<file path="config.mk">
export PLATFORM = sky130hd
export DESIGN_NAME = awtm_ctrl
export DESIGN_NICKNAME = d
export VERILOG_FILES = /design/src/design/awtm_pkg.sv /design/src/design/awtm_ctrl.sv
export SDC_FILE = /design/constraint.sdc
export NUM_CORES = 1
export LEC_CHECK = 0
export BUFFER_PORTS_ARGS = -buffer_cell sky130_fd_sc_hd__buf_2
export CAP_MARGIN = 20
export CORE_ASPECT_RATIO = 1.1
export CORE_MARGIN = 8
export CORE_UTILIZATION = 50
export CTS_CLUSTER_SIZE = 28
export DETAILED_ROUTE_END_ITERATION = 16
export PLACE_DENSITY = 0.76
export SYNTH_ARGS = -nofsm -noshare
export SYNTH_HDL_FRONTEND = slang
export SYNTH_SLANG_ARGS = --single-unit
</file>
<file path="constraint.sdc">
create_clock -name clock -period 3.1 [get_ports clock]
set_input_delay 0.31 -clock clock [delete_from_list [all_inputs] [get_ports clock]]
set_output_delay 0.31 -clock clock [all_outputs]
set_load 0.005 [all_outputs]
</file>
<file path="src/design/awtm_pkg.sv">
// Shared types, constants and codes for the analog window trimmed-mean block.
`timescale 1ns / 1ps
package awtm_pkg;

   localparam int CHANNELS   = 8;
   localparam int WINDOW_MAX = 32;
   localparam int CH_W       = 3;
   localparam int IDX_W      = 5;
   localparam int LEN_W      = 6;
   localparam int DATA_W     = 16;
   localparam int SUM_W      = 21;
   localparam int SPAN_W     = 4;
   localparam int RANK_W     = 5;
   localparam int ERR_W      = 6;
   localparam int ADDR_W     = CH_W + IDX_W;
   localparam int DEPTH      = CHANNELS * WINDOW_MAX;
   localparam int CSR_IDX_W  = 3;

   // error counter marks
   localparam logic [ERR_W-1:0] ERR_WRAP1 = 6'd20;
   localparam logic [ERR_W-1:0] ERR_WRAP2 = 6'd40;
   localparam logic [ERR_W-1:0] ERR_WRAP3 = 6'd60;
   localparam logic [ERR_W-1:0] ERR_MARK  = 6'd30;

   // result status codes
   localparam logic [1:0] ST_OK      = 2'd0;
   localparam logic [1:0] ST_RANGE   = 2'd1;
   localparam logic [1:0] ST_INVALID = 2'd2;

   // request kinds
   localparam logic REQ_SAMPLE = 1'b0;
   localparam logic REQ_QUERY  = 1'b1;

   // register indexes
   localparam logic [CSR_IDX_W-1:0] CSR_WINDOW_LEN  = 3'd0;
   localparam logic [CSR_IDX_W-1:0] CSR_CURRENT_MIN = 3'd1;
   localparam logic [CSR_IDX_W-1:0] CSR_CURRENT_MAX = 3'd2;
   localparam logic [CSR_IDX_W-1:0] CSR_VOLTAGE_MIN = 3'd3;
   localparam logic [CSR_IDX_W-1:0] CSR_VOLTAGE_MAX = 3'd4;

   // register reset values
   localparam logic [LEN_W-1:0]  RST_WINDOW_LEN  = 6'd30;
   localparam logic [DATA_W-1:0] RST_CURRENT_MIN = 16'd1024;
   localparam logic [DATA_W-1:0] RST_CURRENT_MAX = 16'd8960;
   localparam logic [DATA_W-1:0] RST_VOLTAGE_MIN = 16'd0;
   localparam logic [DATA_W-1:0] RST_VOLTAGE_MAX = 16'd2560;

   // tag carried along with a window read
   localparam logic [1:0] RD_NONE  = 2'd0;
   localparam logic [1:0] RD_SHIFT = 2'd1;
   localparam logic [1:0] RD_VI    = 2'd2;
   localparam logic [1:0] RD_VJ    = 2'd3;

   typedef struct packed {
      logic                     req_type;
      logic [CH_W-1:0]          channel;
      logic signed [DATA_W-1:0] sample;
   } awtm_req_beat_type;

   typedef struct packed {
      logic [1:0]               status;
      logic signed [DATA_W-1:0] filtered;
   } awtm_rsp_beat_type;

   typedef struct packed {
      logic             load_item;
      logic [1:0]       rd_kind;
      logic [IDX_W-1:0] rd_idx;
      logic             put_sample;
      logic             clear_err;
      logic             bump_err;
      logic             set_status;
      logic [1:0]       status_val;
      logic             rank_clear;
      logic             sum_clear;
      logic             acc_en;
      logic             div_start;
      logic             div_step;
      logic             div_finish;
      logic             rsp_load;
   } awtm_cmd_type;

   typedef struct packed {
      logic             is_query;
      logic             in_range;
      logic             ch_invalid;
      logic [LEN_W-1:0] len_eff;
      logic             out_free;
   } awtm_stat_type;

endpackage

</file>
<file path="src/design/awtm_ctrl.sv">
// Controller: sequences window shift, rank-select query and division.
`timescale 1ns / 1ps
module awtm_ctrl
   import awtm_pkg::*;
(
   input  logic          clock,
   input  logic          reset,
   input  logic          req_valid,
   output logic          req_stall,
   input  awtm_stat_type stat,
   output awtm_cmd_type  cmd
);

   localparam logic [3:0] S_IDLE  = 4'd0;
   localparam logic [3:0] S_EVAL  = 4'd1;
   localparam logic [3:0] S_SHIFT = 4'd2;
   localparam logic [3:0] S_DRAIN = 4'd3;
   localparam logic [3:0] S_PUT   = 4'd4;
   localparam logic [3:0] S_QI    = 4'd5;
   localparam logic [3:0] S_QJ    = 4'd6;
   localparam logic [3:0] S_QEND  = 4'd7;
   localparam logic [3:0] S_QACC  = 4'd8;
   localparam logic [3:0] S_DIV0  = 4'd9;
   localparam logic [3:0] S_DIV   = 4'd10;
   localparam logic [3:0] S_FIN   = 4'd11;
   localparam logic [3:0] S_DONE  = 4'd12;

   logic [3:0]       state_ff, state_in;
   logic [LEN_W-1:0] i_ff, i_in, j_ff, j_in;
   logic [LEN_W-1:0] len_m1;

   assign len_m1    = stat.len_eff - LEN_W'(1);
   assign req_stall = (state_ff != S_IDLE);

   always_ff @(posedge clock) begin
      if (reset) begin
         state_ff <= S_IDLE;
         i_ff     <= '0;
         j_ff     <= '0;
      end else begin
         state_ff <= state_in;
         i_ff     <= i_in;
         j_ff     <= j_in;
      end
   end

   // next state and commands
   always_comb begin
      state_in = state_ff;
      i_in     = i_ff;
      j_in     = j_ff;
      cmd      = '0;
      cmd.rd_kind = RD_NONE;
      unique case (state_ff)
         S_IDLE: begin
            if (req_valid) begin
               cmd.load_item = 1'b1;
               state_in      = S_EVAL;
            end
         end
         S_EVAL: begin
            if (!stat.is_query) begin
               if (stat.in_range) begin
                  cmd.clear_err = 1'b1;
                  j_in          = LEN_W'(1);
                  state_in      = (len_m1 == '0) ? S_PUT : S_SHIFT;
               end else begin
                  cmd.bump_err   = 1'b1;
                  cmd.set_status = 1'b1;
                  cmd.status_val = ST_RANGE;
                  state_in       = S_DONE;
               end
            end else if (stat.ch_invalid) begin
               cmd.set_status = 1'b1;
               cmd.status_val = ST_INVALID;
               state_in       = S_DONE;
            end else begin
               cmd.sum_clear = 1'b1;
               i_in          = '0;
               state_in      = S_QI;
            end
         end
         S_SHIFT: begin
            cmd.rd_kind = RD_SHIFT;
            cmd.rd_idx  = j_ff[IDX_W-1:0];
            j_in        = j_ff + LEN_W'(1);
            if (j_ff == len_m1)
               state_in = S_DRAIN;
         end
         S_DRAIN: state_in = S_PUT;
         S_PUT: begin
            cmd.put_sample = 1'b1;
            state_in       = S_DONE;
         end
         S_QI: begin
            cmd.rd_kind    = RD_VI;
            cmd.rd_idx     = i_ff[IDX_W-1:0];
            cmd.rank_clear = 1'b1;
            j_in           = '0;
            state_in       = S_QJ;
         end
         S_QJ: begin
            cmd.rd_kind = RD_VJ;
            cmd.rd_idx  = j_ff[IDX_W-1:0];
            j_in        = j_ff + LEN_W'(1);
            if (j_ff == len_m1)
               state_in = S_QEND;
         end
         S_QEND: state_in = S_QACC;
         S_QACC: begin
            cmd.acc_en = 1'b1;
            i_in       = i_ff + LEN_W'(1);
            state_in   = (i_ff == len_m1) ? S_DIV0 : S_QI;
         end
         S_DIV0: begin
            cmd.div_start = 1'b1;
            j_in          = '0;
            state_in      = S_DIV;
         end
         S_DIV: begin
            cmd.div_step = 1'b1;
            j_in         = j_ff + LEN_W'(1);
            if (j_ff == LEN_W'(SUM_W - 1))
               state_in = S_FIN;
         end
         S_FIN: begin
            cmd.div_finish = 1'b1;
            state_in       = S_DONE;
         end
         S_DONE: begin
            if (stat.out_free) begin
               cmd.rsp_load = 1'b1;
               state_in     = S_IDLE;
            end
         end
         default: state_in = S_IDLE;
      endcase
   end

endmodule
</file>
---- After elaboration in Yosys (flattened, before gate mapping) ----
Cells that the tools add are included.
W data, S select, Z words.
storage, ports and cells
  bits in registers ....................... 16
  input port bits ......................... 13
  output and inout port bits .............. 22
  logic and storage cells ................. 78
cells by class
  add/subtract/negate cells ............... 3
  eq/ne operators ......................... 24
  muxes and demuxes ....................... 37
  reduce and logical (&&, ||, !) cells .... 11
operator list
  cell                   count
  $pmux W4 S12           1
  $mux W4                10
  $mux W6                4
  $pmux W7 S3            1
  $eq A4 B4 Y1 const B   5
  $ne A2 B2 Y1 const B   9
  $pmux W6 S3            1
  $eq A4 B3 Y1 const B   4
  $mux W1                14
  $add A6 B1 Y6 const B  2
  $eq A6 B6 Y1           2
  $pmux W6 S2            1
  $mux W3                3
  $eq A4 B2 Y1 const B   2
  $eq A6 B5 Y1 const B   1
  $logic_not A6 Y1       1
  $reduce_and A3 Y1      2
  $sub A6 B1 Y6 const B  1
  $mux W5                1
  $reduce_and A5 Y1      1
  $eq A4 B1 Y1 const B   1
  $logic_not A4 Y1       1
  $reduce_bool A4 Y1     1
  $reduce_or A2 Y1       2
  other kinds (4)        4

---- Depth between registers and ports, before layout ----
  word-level depth ........................ 6
  gate-level depth with buffers ........... 8
  mapped depth without buffers ............ 8

---- Least setup slack after synthesis ----
OpenSTA, ideal clock, no wires.
  path kind ............................... in2reg
  from .................................... in stat[2] (netlist bit)
  to ...................................... reg state_ff[2]
  setup time .............................. 0.070 ns
  arrival time ............................ 1.719 ns
  data required time ...................... 3.030 ns
  setup slack ............................. 1.310 ns
  stages on the path ...................... 8
  cell sequence ........................... inv_1 ha_1 nor3b_4 nor3b_1 a2111oi_2 nand4_1 a211oi_2 o2bb2ai_1
between the ends
  word-level cells in the longest chain between the ends .. 6
  elaborated cells on any way between the ends .. 12
RTL lines
  element               RTL line         source
  start, declared       awtm_ctrl.sv:10  input awtm_stat_type stat,
  $sub A6 B1 Y6 *       awtm_ctrl.sv:32  assign len_m1 = stat.len_eff - LEN_W'(1);
  $logic_not A6 Y1      awtm_ctrl.sv:66  state_in = (len_m1 == '0) ? S_PUT : S_SHIFT;
  $mux W3               awtm_ctrl.sv:66
  $mux W4               awtm_ctrl.sv:63  if (stat.in_range) begin
  $mux W4               awtm_ctrl.sv:62  if (!stat.is_query) begin
  $pmux W4 S12          awtm_ctrl.sv:54  unique case (state_ff)
  end signal, assigned  awtm_ctrl.sv:41  state_ff <= state_in;
  end, declared         awtm_ctrl.sv:28  logic [3:0] state_ff, state_in;
Every way passes the cells marked *; elsewhere a longest branch is shown, timed or not.
A chain may end at the register's enable or synchronous reset.

==> summary.txt <==
Total Die Area - 0.00458 mm²
hold depth - 2
maximum VDD drop - 0.000437 V
Boundary Pins - 35
crit end category - primary output
total negative slack - 0 ns
H-tree levels - 1
crit share post-route - 0.749
Synth Warn # - 0
Primary FF master, synth - dfxtp_1
Die H - 70.2 µm
CP max FO - 11
total wire length - 3480 µm
worst path arrival time - 2.01 ns
Root Driver - clkbuf_4
clock sinks - 16
mapped cell area - 0.00134 mm²
CTS tree - yes
vias - 1335
clk_lat worst skew - 0.29 ns
Final Non-Filler Cells - 231
EDFF count, synth - 0
Slew @ Worst Pin - 0.615 ns
DR WL/cell - 15.1 µm
CP max stage cell - dfxtp_1
share of the synthesized area in the top cell type - 0.240
hold buffers post-CTS - 0
Reg power frac - 0.372
Synth Net Count - 189
Rows - 19
CP Launch Type - flop
max_slew headroom - 0.587
post-CTS resize count - 0
PwrDens - 567 mW/mm²
Reg2Reg Depth - 6
delay of the slowest critical-path stage - 0.44 ns
placed insts - 228
fraction of layout cells with a size suffix above 1 - 0.230
status - complete, no violations
CTS buffer count - 3
clock-pin transition on the worst setup and hold timing paths - 0.09 ns
Post-Place Worst Slack - 0.969 ns
Sw Share - 0.468
critical path class - reg -> out
Post-synth top cells - 27 x nor2_1, 17 x nand2_1, 16 x dfxtp_1
vias in the first global route - 1249
cell chain of the critical path - nor2_1 -> nand2_1 -> nor3b_1 -> buf_2
DR iter-0 viols - 103
cell count after synthesis - 171
GPL Wtd Cong - 0.905
register area share after synthesis - 0.240
Die X - 65.3 µm
setup ws final - 0.777 ns
required time of the worst setup path - 2.79 ns
Buffers on Ports - 34
# setup viols final - 0
post-layout min period - 2.32 ns
# diodes - 0
RR Startpoint - state_ff[0]
post-route ant nets - 0
r2r endpoint - i_ff[5]
final core utilization - 0.606
R2R setup slack - 1.16 ns
initial antenna violation count - 0
Layout Nets - 220
overall power - 865 µW
core area - 0.00252 mm²
Post-DP HPWL - 2800 µm
Hold Crit Class - in -> reg
maximum root-to-sink buffer count - 2
DRC violations left - 0
Mapped Avg Cell Area - 7.81 µm²
RSZ-0062 raised after global routing - false
drt first pass iters - 4
Fmax achieved - 0.430 GHz
Yosys cell types - 46
Comb pwr share - 0.500
most frequent cell after synthesis - nor2_1
postcts setup bufs - 0
Hold Crit Start - reset
Net Sw Power - 405 µW
asr flop ratio synth - 0
leakage - 0.000685 µW
Clock Power Share - 0.128
initial core utilization - 0.530
FILL cells - 236
largest net degree at the start of global routing - 14
final hold vios - 0
max_cap viols - 0
Seq cells post-synth - 16
area leader, netlist - dfxtp_1
Final Skew - 0.00124 ns
via/cell ratio - 5.78
Pint - 460 µW
global-route wire length before repair - 5800 µm
Layout area overhead - 14.3%
largest cells by area after synthesis - dfxtp_1 24%, xor2_1 8.5%, nor2_1 7.6%, xnor2_1 6.6%, nand2_1 4.8%
Tot GR Track Use - 0.155
Slew Viols, Final - 0
GRT overflow - 0
worst hold endpoint - i_ff[1]
[metrics by stage]
stage          instance area [µm²]  hold slack (ns)
2_1_floorplan                 1340            0.500
3_3_place_gp                  1500            0.526
3_5_place_dp                  1500            0.530
4_1_cts                       1530            0.289
5_1_grt                       1530            0.282
6_report                      1530            0.293
[registers in the layout, indices dropped and copies added (netlist names)]
signal,count
i_ff,6
state_ff,4
j_ff,6
[final cells by class]
class / instances / area [µm²] / share of cell area
tap: 31 / 38.8 / 0.0254
multi-input combinational: 141 / 952 / 0.624
timing repair buffer: 34 / 170 / 0.111
sequential: 16 / 320 / 0.210
clock buffer: 3 / 22.5 / 0.0148
inverter: 6 / 22.5 / 0.0148
[worst max-delay path by stage]
| stage | from | to |
|---|---|---|
| floorplan | stat[2] | state_ff[2] |
| global placement | stat[1] | state_ff[2] |
| detailed placement | stat[1] | state_ff[2] |
| CTS | state_ff[2] | cmd[5] |
| global route | state_ff[2] | cmd[5] |
| finish | state_ff[2] | cmd[5] |
[cells in the final DEF, fill, tap and decap left out, types with 2 or more instances in the layout]
| cell type | netlist | routed |
|---|---|---|
| a21oi_1 | 7 | 7 |
| o22ai_1 | 2 | 2 |
| clkbuf_4 | 0 | 3 |
| o21ai_0 | 3 | 3 |
| nor3b_1 | 2 | 2 |
| and3_1 | 3 | 3 |
| nand2b_1 | 5 | 5 |
| nor3_1 | 4 | 4 |
| nand2_1 | 17 | 17 |
| xor2_1 | 13 | 13 |
| or2_2 | 2 | 2 |
| nand4_1 | 6 | 6 |
| dfxtp_1 | 16 | 16 |
| nor4_1 | 2 | 2 |
| xnor2_1 | 10 | 10 |
| ha_1 | 5 | 5 |
| nor2b_1 | 4 | 4 |
| a211oi_1 | 2 | 2 |
| buf_2 | 2 | 34 |
| a22o_1 | 5 | 5 |
| inv_1 | 6 | 6 |
| nor2_1 | 27 | 27 |
[kinds of logic (layout without fill, tap and decap cells)]
group | after synthesis | count (layout) | synth area share
compound gates | 32 | 32 | 0.183
xor+xnor | 24 | 24 | 0.168
fa+ha+maj | 5 | 5 | 0.0469
buf+inv | 14 | 43 | 0.0469
flops | 16 | 16 | 0.240
mux | 1 | 1 | 0.00750
simple gates | 79 | 79 | 0.308
[metal layers]
metal	global-route usage	wire (µm)
met1	0.182	1380
met2	0.255	1740
met3	0.0590	345
met4	0.0364	25
met5	0	0
[critical path, delay by kind of cell (launching register included)]
kind                   cells  cell delay [ns]
and+or+nand+nor            3             1.08
DFF                        1             0.44
buffers and inverters      1             0.21
[power by group through the flow]
stage	combinational [µW]	clock, µW	sequential [µW]
6_report	432	111	322
5_1_grt	488	128	328
4_1_cts	431	114	320
3_5_place_dp	429	0	325
3_3_place_gp	420	0	322
2_1_floorplan	357	0	266
No activity file was read; power rests on OpenSTA's default activity.
