### src/design/awtm_pkg.sv
// Shared types, constants and codes for the analog window trimmed-mean block.
`timescale 1ns / 1ps
package awtm_pkg;

   localparam int CHANNELS   = 8;
   localparam int WINDOW_MAX = 32;
   localparam int CH_W       = 3;
   localparam int IDX_W      = 5;
   localparam int LEN_W      = 6;
   localparam int DATA_W     = 16;
   localparam int SUM_W      = 21;
   localparam int SPAN_W     = 4;
   localparam int RANK_W     = 5;
   localparam int ERR_W      = 6;
   localparam int ADDR_W     = CH_W + IDX_W;
   localparam int DEPTH      = CHANNELS * WINDOW_MAX;
   localparam int CSR_IDX_W  = 3;

   // error counter marks
   localparam logic [ERR_W-1:0] ERR_WRAP1 = 6'd20;
   localparam logic [ERR_W-1:0] ERR_WRAP2 = 6'd40;
   localparam logic [ERR_W-1:0] ERR_WRAP3 = 6'd60;
   localparam logic [ERR_W-1:0] ERR_MARK  = 6'd30;

   // result status codes
   localparam logic [1:0] ST_OK      = 2'd0;
   localparam logic [1:0] ST_RANGE   = 2'd1;
   localparam logic [1:0] ST_INVALID = 2'd2;

   // request kinds
   localparam logic REQ_SAMPLE = 1'b0;
   localparam logic REQ_QUERY  = 1'b1;

   // register indexes
   localparam logic [CSR_IDX_W-1:0] CSR_WINDOW_LEN  = 3'd0;
   localparam logic [CSR_IDX_W-1:0] CSR_CURRENT_MIN = 3'd1;
   localparam logic [CSR_IDX_W-1:0] CSR_CURRENT_MAX = 3'd2;
   localparam logic [CSR_IDX_W-1:0] CSR_VOLTAGE_MIN = 3'd3;
   localparam logic [CSR_IDX_W-1:0] CSR_VOLTAGE_MAX = 3'd4;

   // register reset values
   localparam logic [LEN_W-1:0]  RST_WINDOW_LEN  = 6'd30;
   localparam logic [DATA_W-1:0] RST_CURRENT_MIN = 16'd1024;
   localparam logic [DATA_W-1:0] RST_CURRENT_MAX = 16'd8960;
   localparam logic [DATA_W-1:0] RST_VOLTAGE_MIN = 16'd0;
   localparam logic [DATA_W-1:0] RST_VOLTAGE_MAX = 16'd2560;

   // tag carried along with a window read
   localparam logic [1:0] RD_NONE  = 2'd0;
   localparam logic [1:0] RD_SHIFT = 2'd1;
   localparam logic [1:0] RD_VI    = 2'd2;
   localparam logic [1:0] RD_VJ    = 2'd3;

   typedef struct packed {
      logic                     req_type;
      logic [CH_W-1:0]          channel;
      logic signed [DATA_W-1:0] sample;
   } awtm_req_beat_type;

   typedef struct packed {
      logic [1:0]               status;
      logic signed [DATA_W-1:0] filtered;
   } awtm_rsp_beat_type;

   typedef struct packed {
      logic             load_item;
      logic [1:0]       rd_kind;
      logic [IDX_W-1:0] rd_idx;
      logic             put_sample;
      logic             clear_err;
      logic             bump_err;
      logic             set_status;
      logic [1:0]       status_val;
      logic             rank_clear;
      logic             sum_clear;
      logic             acc_en;
      logic             div_start;
      logic             div_step;
      logic             div_finish;
      logic             rsp_load;
   } awtm_cmd_type;

   typedef struct packed {
      logic             is_query;
      logic             in_range;
      logic             ch_invalid;
      logic [LEN_W-1:0] len_eff;
      logic             out_free;
   } awtm_stat_type;

endpackage

### src/design/awtm_dp.sv
// Datapath: config registers, window memory, rank counter, accumulator, divider.
`timescale 1ns / 1ps
module awtm_dp
   import awtm_pkg::*;
(
   input  logic                  clock,
   input  logic                  reset,
   input  logic                  csr_we,
   input  logic [CSR_IDX_W-1:0]  csr_index,
   input  logic [DATA_W-1:0]     csr_wdata,
   input  awtm_req_beat_type     req_data,
   input  logic                  rsp_stall,
   output logic                  rsp_valid,
   output awtm_rsp_beat_type     rsp_data,
   input  awtm_cmd_type          cmd,
   output awtm_stat_type         stat
);

   // config registers
   logic [LEN_W-1:0]         wl_ff;
   logic signed [DATA_W-1:0] cmin_ff, cmax_ff, vmin_ff, vmax_ff;

   always_ff @(posedge clock) begin
      if (reset) begin
         wl_ff   <= RST_WINDOW_LEN;
         cmin_ff <= RST_CURRENT_MIN;
         cmax_ff <= RST_CURRENT_MAX;
         vmin_ff <= RST_VOLTAGE_MIN;
         vmax_ff <= RST_VOLTAGE_MAX;
      end else if (csr_we) begin
         unique case (csr_index)
            CSR_WINDOW_LEN:  wl_ff   <= csr_wdata[LEN_W-1:0];
            CSR_CURRENT_MIN: cmin_ff <= csr_wdata;
            CSR_CURRENT_MAX: cmax_ff <= csr_wdata;
            CSR_VOLTAGE_MIN: vmin_ff <= csr_wdata;
            CSR_VOLTAGE_MAX: vmax_ff <= csr_wdata;
            default: ;
         endcase
      end
   end

   // effective length, third and span
   logic [LEN_W-1:0]    len_eff;
   logic [13:0]         third_prod;
   logic [SPAN_W-1:0]   third;
   logic [LEN_W-1:0]    three_third;
   logic [SPAN_W-1:0]   span;

   always_comb begin
      if (wl_ff == '0)
         len_eff = LEN_W'(1);
      else if (wl_ff > LEN_W'(WINDOW_MAX))
         len_eff = LEN_W'(WINDOW_MAX);
      else
         len_eff = wl_ff;
      // divide by three through a reciprocal multiply, exact for len <= 32
      third_prod  = 14'(len_eff) * 14'd171;
      third       = third_prod[12:9];
      three_third = LEN_W'(third) + LEN_W'(third) + LEN_W'(third);
      span        = third + SPAN_W'(len_eff - three_third);
   end

   // current item
   awtm_req_beat_type item_ff;
   always_ff @(posedge clock) begin
      if (cmd.load_item)
         item_ff <= req_data;
   end

   // range check
   logic signed [DATA_W-1:0] lo, hi;
   logic                     cur_grp;
   assign cur_grp = (item_ff.channel < CH_W'(CHANNELS / 2));
   assign lo = cur_grp ? cmin_ff : vmin_ff;
   assign hi = cur_grp ? cmax_ff : vmax_ff;

   // error counters
   logic [ERR_W-1:0] err_ff [CHANNELS];
   logic [ERR_W-1:0] err_next;
   assign err_next = err_ff[item_ff.channel] + ERR_W'(1);

   always_ff @(posedge clock) begin
      if (reset) begin
         for (int c = 0; c < CHANNELS; c++)
            err_ff[c] <= '0;
      end else if (cmd.clear_err) begin
         err_ff[item_ff.channel] <= '0;
      end else if (cmd.bump_err) begin
         if (err_next == ERR_WRAP1 || err_next == ERR_WRAP2 || err_next == ERR_WRAP3)
            err_ff[item_ff.channel] <= ERR_MARK;
         else
            err_ff[item_ff.channel] <= err_next;
      end
   end

   // window memory with per-entry valid bits; invalid entries read as zero
   logic [DATA_W-1:0] win_mem [DEPTH];
   logic [DEPTH-1:0]  vld_ff;
   logic [DATA_W-1:0] rd_data_ff;
   logic              rd_vld_ff;
   logic [1:0]        rd_kind_ff;
   logic [IDX_W-1:0]  rd_idx_ff;
   logic signed [DATA_W-1:0] rd_val;
   logic              wr_en;
   logic [ADDR_W-1:0] wr_addr, rd_addr;
   logic [DATA_W-1:0] wr_data;
   logic [IDX_W-1:0]  last_idx;

   assign last_idx = IDX_W'(len_eff - LEN_W'(1));
   assign rd_addr  = {item_ff.channel, cmd.rd_idx};
   assign rd_val   = rd_vld_ff ? rd_data_ff : '0;

   always_comb begin
      wr_en   = 1'b0;
      wr_addr = {item_ff.channel, last_idx};
      wr_data = item_ff.sample;
      if (rd_kind_ff == RD_SHIFT) begin
         wr_en   = 1'b1;
         wr_addr = {item_ff.channel, IDX_W'(rd_idx_ff - IDX_W'(1))};
         wr_data = rd_val;
      end else if (cmd.put_sample) begin
         wr_en = 1'b1;
      end
   end

   always_ff @(posedge clock) begin
      if (wr_en)
         win_mem[wr_addr] <= wr_data;
      rd_data_ff <= win_mem[rd_addr];
      rd_vld_ff  <= vld_ff[rd_addr];
      rd_idx_ff  <= cmd.rd_idx;
   end

   always_ff @(posedge clock) begin
      if (reset) begin
         vld_ff     <= '0;
         rd_kind_ff <= RD_NONE;
      end else begin
         rd_kind_ff <= cmd.rd_kind;
         if (wr_en)
            vld_ff[wr_addr] <= 1'b1;
      end
   end

   // stable rank of the pivot entry
   logic signed [DATA_W-1:0] vi_ff;
   logic [IDX_W-1:0]         vi_idx_ff;
   logic [RANK_W-1:0]        rank_ff;

   always_ff @(posedge clock) begin
      if (rd_kind_ff == RD_VI) begin
         vi_ff     <= rd_val;
         vi_idx_ff <= rd_idx_ff;
      end
      if (cmd.rank_clear)
         rank_ff <= '0;
      else if (rd_kind_ff == RD_VJ &&
               (rd_val < vi_ff || (rd_val == vi_ff && rd_idx_ff < vi_idx_ff)))
         rank_ff <= rank_ff + RANK_W'(1);
   end

   // middle-part accumulator
   logic signed [SUM_W-1:0] sum_ff;
   logic [RANK_W-1:0]       hi_rank;
   assign hi_rank = RANK_W'(third) + RANK_W'(span);

   always_ff @(posedge clock) begin
      if (cmd.sum_clear)
         sum_ff <= '0;
      else if (cmd.acc_en && rank_ff >= RANK_W'(third) && rank_ff < hi_rank)
         sum_ff <= sum_ff + SUM_W'(vi_ff);
   end

   // restoring divider on the magnitude, one quotient bit a cycle
   logic [SUM_W-1:0]  dq_ff;
   logic [RANK_W-1:0] drem_ff;
   logic              neg_ff;
   logic [RANK_W:0]   dtrial;
   logic [RANK_W:0]   ddiff;
   assign dtrial = {drem_ff, dq_ff[SUM_W-1]};
   assign ddiff  = dtrial - (RANK_W + 1)'(span);

   always_ff @(posedge clock) begin
      if (cmd.div_start) begin
         dq_ff   <= sum_ff[SUM_W-1] ? SUM_W'(-sum_ff) : sum_ff;
         drem_ff <= '0;
         neg_ff  <= sum_ff[SUM_W-1];
      end else if (cmd.div_step) begin
         if (dtrial >= (RANK_W + 1)'(span)) begin
            drem_ff <= ddiff[RANK_W-1:0];
            dq_ff   <= {dq_ff[SUM_W-2:0], 1'b1};
         end else begin
            drem_ff <= dtrial[RANK_W-1:0];
            dq_ff   <= {dq_ff[SUM_W-2:0], 1'b0};
         end
      end
   end

   // result fields
   logic [1:0]               status_ff;
   logic signed [DATA_W-1:0] filt_ff;

   always_ff @(posedge clock) begin
      if (cmd.load_item) begin
         status_ff <= ST_OK;
         filt_ff   <= '0;
      end else begin
         if (cmd.set_status)
            status_ff <= cmd.status_val;
         if (cmd.div_finish)
            filt_ff <= neg_ff ? DATA_W'(-dq_ff[DATA_W-1:0]) : dq_ff[DATA_W-1:0];
      end
   end

   // output register
   logic              rsp_valid_ff;
   awtm_rsp_beat_type rsp_data_ff;

   always_ff @(posedge clock) begin
      if (reset)
         rsp_valid_ff <= 1'b0;
      else if (cmd.rsp_load)
         rsp_valid_ff <= 1'b1;
      else if (!rsp_stall)
         rsp_valid_ff <= 1'b0;
   end

   always_ff @(posedge clock) begin
      if (cmd.rsp_load) begin
         rsp_data_ff.status   <= status_ff;
         rsp_data_ff.filtered <= filt_ff;
      end
   end

   assign rsp_valid = rsp_valid_ff;
   assign rsp_data  = rsp_data_ff;

   // status to the controller
   assign stat.is_query   = (item_ff.req_type == REQ_QUERY);
   assign stat.in_range   = (item_ff.sample >= lo) && (item_ff.sample <= hi);
   assign stat.ch_invalid = (err_ff[item_ff.channel] >= ERR_MARK);
   assign stat.len_eff    = len_eff;
   assign stat.out_free   = !rsp_valid_ff || !rsp_stall;

endmodule

### config.mk
export PLATFORM = sky130hd
export DESIGN_NAME = awtm_dp
export DESIGN_NICKNAME = d
export VERILOG_FILES = /design/src/design/awtm_pkg.sv /design/src/design/awtm_dp.sv
export SDC_FILE = /design/constraint.sdc
export NUM_CORES = 2
export LEC_CHECK = 0
export BUFFER_PORTS_ARGS = -buffer_cell sky130_fd_sc_hd__buf_2
export CAP_MARGIN = 20
export CELL_PAD_IN_SITES_DETAIL_PLACEMENT = 1
export CELL_PAD_IN_SITES_GLOBAL_PLACEMENT = 1
export CORE_ASPECT_RATIO = 0.75
export CORE_MARGIN = 5
export CORE_UTILIZATION = 56
export DETAILED_ROUTE_END_ITERATION = 16
export GPL_TIMING_DRIVEN = 0
export MAX_ROUTING_LAYER = met4
export PLACE_DENSITY_LB_ADDON = 0.1
export SLEW_MARGIN = 20
export SYNTH_ARGS = -nofsm -noshare
export SYNTH_HDL_FRONTEND = slang
export SYNTH_MEMORY_MAX_BITS = 65536
export SYNTH_SLANG_ARGS = --single-unit
### constraint.sdc
create_clock -name clock -period 17.5 [get_ports clock]
set_clock_uncertainty 0.05 [all_clocks]
set_input_delay 5.25 -clock clock [delete_from_list [all_inputs] [get_ports clock]]
set_output_delay 5.25 -clock clock [all_outputs]
set_load 0.03 [all_outputs]
== Yosys cells after proc, flatten, opt, wreduce, memory -nomap -nowiden ==
Memory sizes are Yosys's and may differ from the RTL's. A register that Yosys moved wholly into a read port is not among the register bits.
Index checks and enable logic that the tools add are counted.
Word-level totals
  register bits after elaboration: 465
  bits in latches: 0
  bits in writable memories: 4144
  bits in read-only memories: 0
  input bits: 64
  output and inout port bits: 29
  memories: 2
Operators by class
  add/subtract/negate cells: 13
  $mul: 1
  div/mod/pow operators: 0
  $lt $le $gt $ge: 13
  equality and inequality tests: 12
  shift operators: 0
  mux-type cells: 44
  bitwise logic cells: 3
  reductions and logical operators: 21
Memory list
  win_mem: depth 256, width 16, read ports 1, clocked after Yosys merged registers in 1, write ports 1, RTL line awtm_dp.sv:97  | logic [DATA_W-1:0] win_mem [DEPTH];
  err_ff: depth 8, width 6, read ports 1, clocked after Yosys merged registers in 1, write ports 8, RTL line awtm_dp.sv:78  | logic [ERR_W-1:0] err_ff [CHANNELS];
Operators by type and width (number)
  $or A256 B256 Y256: 1
  $mux W16: 5
  $mux W21: 3
  $mux W6: 5
  $mux W1: 25
  $add A21 B16 Y21: 1
  $neg A21 Y21: 1
  $lt A8 B9 Y1 const B: 2
  $eq A16 B16 Y1: 1
  $ge A16 B16 Y1: 1
  $le A16 B16 Y1: 1
  $lt A16 B16 Y1: 1
  $neg A16 Y16: 1
  $mul A6 B8 Y13 const B: 1
  $add A4 B4 Y4: 3
  $eq A6 B6 Y1 const B: 2
  $lt A5 B5 Y1: 2
  $mux W5: 2
  $reduce_and A2 Y1: 5
  $sub A5 B1 Y5 const B: 2
  $bmux W1 S8: 1
  $demux W1 S8: 1
  $ge A8 B1 Y1 const B: 1
  $add A6 B1 Y6 const B: 1
  other kinds (25): 38

== Logic depth before layout (Yosys ltp) ==
  depth in word-level cells: 13
  gate-level depth with buffers: 34

== Worst setup path before layout ==
OpenSTA, ideal clock, no wires.
  kind: reg2reg
  start point: reg rd_kind_ff[1]
  end point: mem win_mem[0][0], data pin
  data arrival time: 10624 ps
  slack: 4639 ps
  stages on the path, launching flop included: 4
  path buffers: 1
  period minus slack after synthesis: 12861 ps
  path through: dfxtp_1 nand2b_1 clkbuf_1 o21ai_0
On the way
  cells in the longest elaborated chain, start to end: 2
RTL lines
  start, declared: RTL line awtm_dp.sv:101  | logic [1:0] rd_kind_ff;
  start signal, assigned: RTL line awtm_dp.sv:139  | rd_kind_ff <= cmd.rd_kind;
  $eq A2 B1 Y1: RTL line awtm_dp.sv:117  | if (rd_kind_ff == RD_SHIFT) begin
  $mux W16: RTL line awtm_dp.sv:117
  named net wr_data[0]: RTL line awtm_dp.sv:106  | logic [DATA_W-1:0] wr_data;
  end, declared: RTL line awtm_dp.sv:97
The timed path passes the listed nets, and every way through them passes these cells.

==> results.yml <==
global_route:
  grt_max_degree: 129
  overflow: 0
  grt_pass1_wl_um: 913000
  grt_pass1_vias: 100200
  antenna_found_initial: 91
  grt.total_usage: 0.425
layout:
  final_core_util: 0.654
  final_cells: 14285
  fin_nets: 9730
  area_delta_synth_final_pct: 16.2
  fillers: 25701
  drive_above_1_share: 0.304
clocking:
  cts_setup_buffers: 0
  clockRootBuffer: "clkbuf_16"
  cts.sinks: 4628
  ctsResizeCount: 0
  cts_tree: "done"
  clockBufferDepth: 4
  clock_latency_ns: 0.98
  ctsHoldBuffers: 0
  numCtsBuffers: 431
  clkTransAtPathRegs_ns: 0.07
  cts_max_level: 5
run_status:
  status: "finished clean"
synthesis:
  yosysTopAreaCell: "edfxtp_1"
  ys_ff_latch: 4628
  synth_common_cells: "edfxtp_1 (4,225), mux4_2 (1,372), nor2_1 (705)"
  synth_area_leaders: "edfxtp_1 (70%), mux4_2 (17%), dfxtp_1 (4.5%)"
  synth-edff-count: 4225
  synth_nets: 8915
  netlist_instances: 8721
  yosysWarnings: 0
  synth_area_um2: 181000
  synthFlopType: "edfxtp_1"
  synth_most_common_cell: "edfxtp_1"
  yosysTopAreaCellShare: 0.702
  async_reset_ff_frac: 0
  yosysUniqueCellTypes: 71
  yosysSeqAreaShare: 0.746
  syn_area_per_cell_um2: 20.7
timing:
  finalMaxSlewViolations: 0
  timing_hold_violations_final: 0
  rsz0062_at_grt: "no"
  fin_tns_setup_ns: 0
  period_minus_slack_ns: 11.15
  worstMarginPinSlew_ns: 1.34
  timing.final.crit_share: 0.637
  slew_headroom: 0.0810
  max_freq_mhz: 89.7
  setup_viol: 0
floorplan:
  io_pins: 93
  start_util: 0.563
  dieArea_um2: 334000
  die_y_um: 502
  core_um2: 321000
  die_x_um: 666
  rows: 180
pwr:
  p_sw_frac: 0.250
  peakVddDrop_mv: 0.154
  internal_power_uw: 18600
  p_comb_frac: 0.114
  power_density_nw_per_um2: 118
  power.share.clock: 0.389
  pwr-share-seq: 0.497
  p_leak_uw: 0.0675
  p_switching_uw: 6200
critical_path:
  endpoint_kind: "primary output"
  path_max_fanout: 10
  cp_data_arrival_time_ns: 5.85
  required_ns: 12.20
  rrSetupSlack_ns: 7.89
  critPathLaunchType: "flop"
  crit_type: "reg -> out"
placement:
  dp_cells: 13373
  portBuffers: 89
  gp_congestion: 1.06
  dp_hpwl_um: 481000
routing:
  via_count: 102927
  finalWirelength_um: 688000
  drt_iter0_markers: 19395
  drc: 0
  routedWlPerCell_um: 48.2
  antenna_left: 0
  dr.pass1.iters: 6
  viasPerCell: 7.21
job:
  drv_cap: 0
min_path:
  hp-class: "reg -> reg"
-- sequential cells by signal, summed over array words and instances, names as in the netlist, 5 cells and up, named ones only --
name,cells
win_mem,4096
vld_ff,256
err_ff,48
dq_ff,21
sum_ff,21
item_ff,19
rsp_data,18
cmax_ff,16
cmin_ff,16
filt_ff,16
rd_data_ff,16
vi_ff,16
vmax_ff,16
vmin_ff,16
wl_ff,6
drem_ff,5
rank_ff,5
rd_idx_ff,5
vi_idx_ff,5
-- power groups by stage --
| stage | Combinational, uW | Clock [uW] | Sequential, uW |
|---|---|---|---|
| final | 2820 | 9650 | 12300 |
| after CTS | 2750 | 9640 | 12300 |
| after global placement | 2460 | 0 | 12600 |
| after global routing | 2940 | 10200 | 12300 |
| after detailed placement | 2730 | 0 | 12600 |
| after floorplan | 1480 | 0 | 12600 |
-- routing by layer --
layer | part of all wire | global-route usage
met5 | 0 | -
met4 | 0.068 | 0.231
met3 | 0.15 | 0.166
met2 | 0.42 | 0.564
met1 | 0.36 | 0.567
-- critical path: stages (launching register included) --
cell and delay (ns):
edfxtp_1 0.44, clkbuf_1 0.35, clkbuf_2 0.58, clkbuf_1 0.82
mux2i_1 0.31, ha_1 0.30, nor2b_1 0.14, o21a_1 0.17
o21a_1 0.17, o21a_1 0.17, o21ai_0 0.47, a211o_1 0.21
a31oi_1 0.12, nor4bb_1 0.35, nor3_1 0.11, buf_2 0.19
-- layout by cell type, fill, tap and decap left out, drive strengths merged, types with 9 or more instances in the layout --
master / synthesis / layout
nor2b: 25 / 25
a21oi: 384 / 384
xor2: 41 / 41
bufinv: 0 / 48
nand4: 9 / 9
clkinv: 0 / 173
buf: 155 / 535
dfxtp: 403 / 403
mux4: 1372 / 1372
o22ai: 70 / 70
o31ai: 11 / 11
clkbuf: 328 / 872
inv: 72 / 83
a21o: 18 / 18
nand2: 240 / 240
o21a: 11 / 11
or3: 14 / 14
ha: 119 / 119
diode: 0 / 113
nor2: 705 / 705
nor3: 10 / 10
o21ai: 42 / 42
or4: 25 / 25
and3: 11 / 11
and2: 20 / 20
fa: 11 / 11
mux2i: 200 / 200
a211oi: 20 / 20
nand3: 20 / 20
edfxtp: 4225 / 4225
clkinvlp: 0 / 18
mux2: 24 / 24
nand2b: 21 / 21
xnor2: 36 / 36
-- final cells by class --
type                            instances  area (um2)  area share
Tap cell                             4277        5350      0.0255
Multi-Input combinational cell       3538       45800       0.218
Timing Repair Buffer                  382        7010      0.0334
Buffer                                483        2230      0.0106
Inverter                               72         270     0.00129
Clock inverter                        250        2670      0.0127
Sequential cell                      4628      135000       0.642
Clock buffer                          542       11500      0.0548
Antenna cell                          113         283     0.00135
-- metrics by stage --
step                      worst slack (ns)  power, uW  cell area [um2]  hold slack, ns
after global routing                  6.23      25500           210000           0.387
after CTS                             6.42      24700           210000           0.384
after floorplan                       4.64      14000           181000           0.358
after global placement               -7.49      15100           187000           0.364
after detailed placement              6.09      15300           196000           0.373
final                                 6.35      24800           210000           0.378
-- final timing paths --
kind,from,endpoint,cells past startpoint
hold reg to reg,filt_ff[13]$_SDFFE_PP0P_,rsp_data[13]$_DFFE_PP_,0
setup reg to reg,wl_ff[5]$_SDFFE_PP0P_,sum_ff[12]$_SDFFE_PP0P_,30
hold / removal,filt_ff[13]$_SDFFE_PP0P_,rsp_data[13]$_DFFE_PP_,0
setup / recovery,item_ff[18]$_DFFE_PP_,stat[8],15
-- cells by family (layout without fill, tap and decap cells) --
| family | count (synthesis) | count (layout) | share of synthesized area |
|---|---|---|---|
| mux | 1596 | 1596 | 0.183 |
| buf+inv | 555 | 1729 | 0.0117 |
| fa+ha+maj | 131 | 131 | 0.00951 |
| simple gates | 1135 | 1135 | 0.0264 |
| other cells | 1 | 114 | 0.0000207 |
| flops | 4628 | 4628 | 0.746 |
| compound gates | 598 | 598 | 0.0188 |
| xor+xnor | 77 | 77 | 0.00373 |
(Power assumes the default switching activity.)
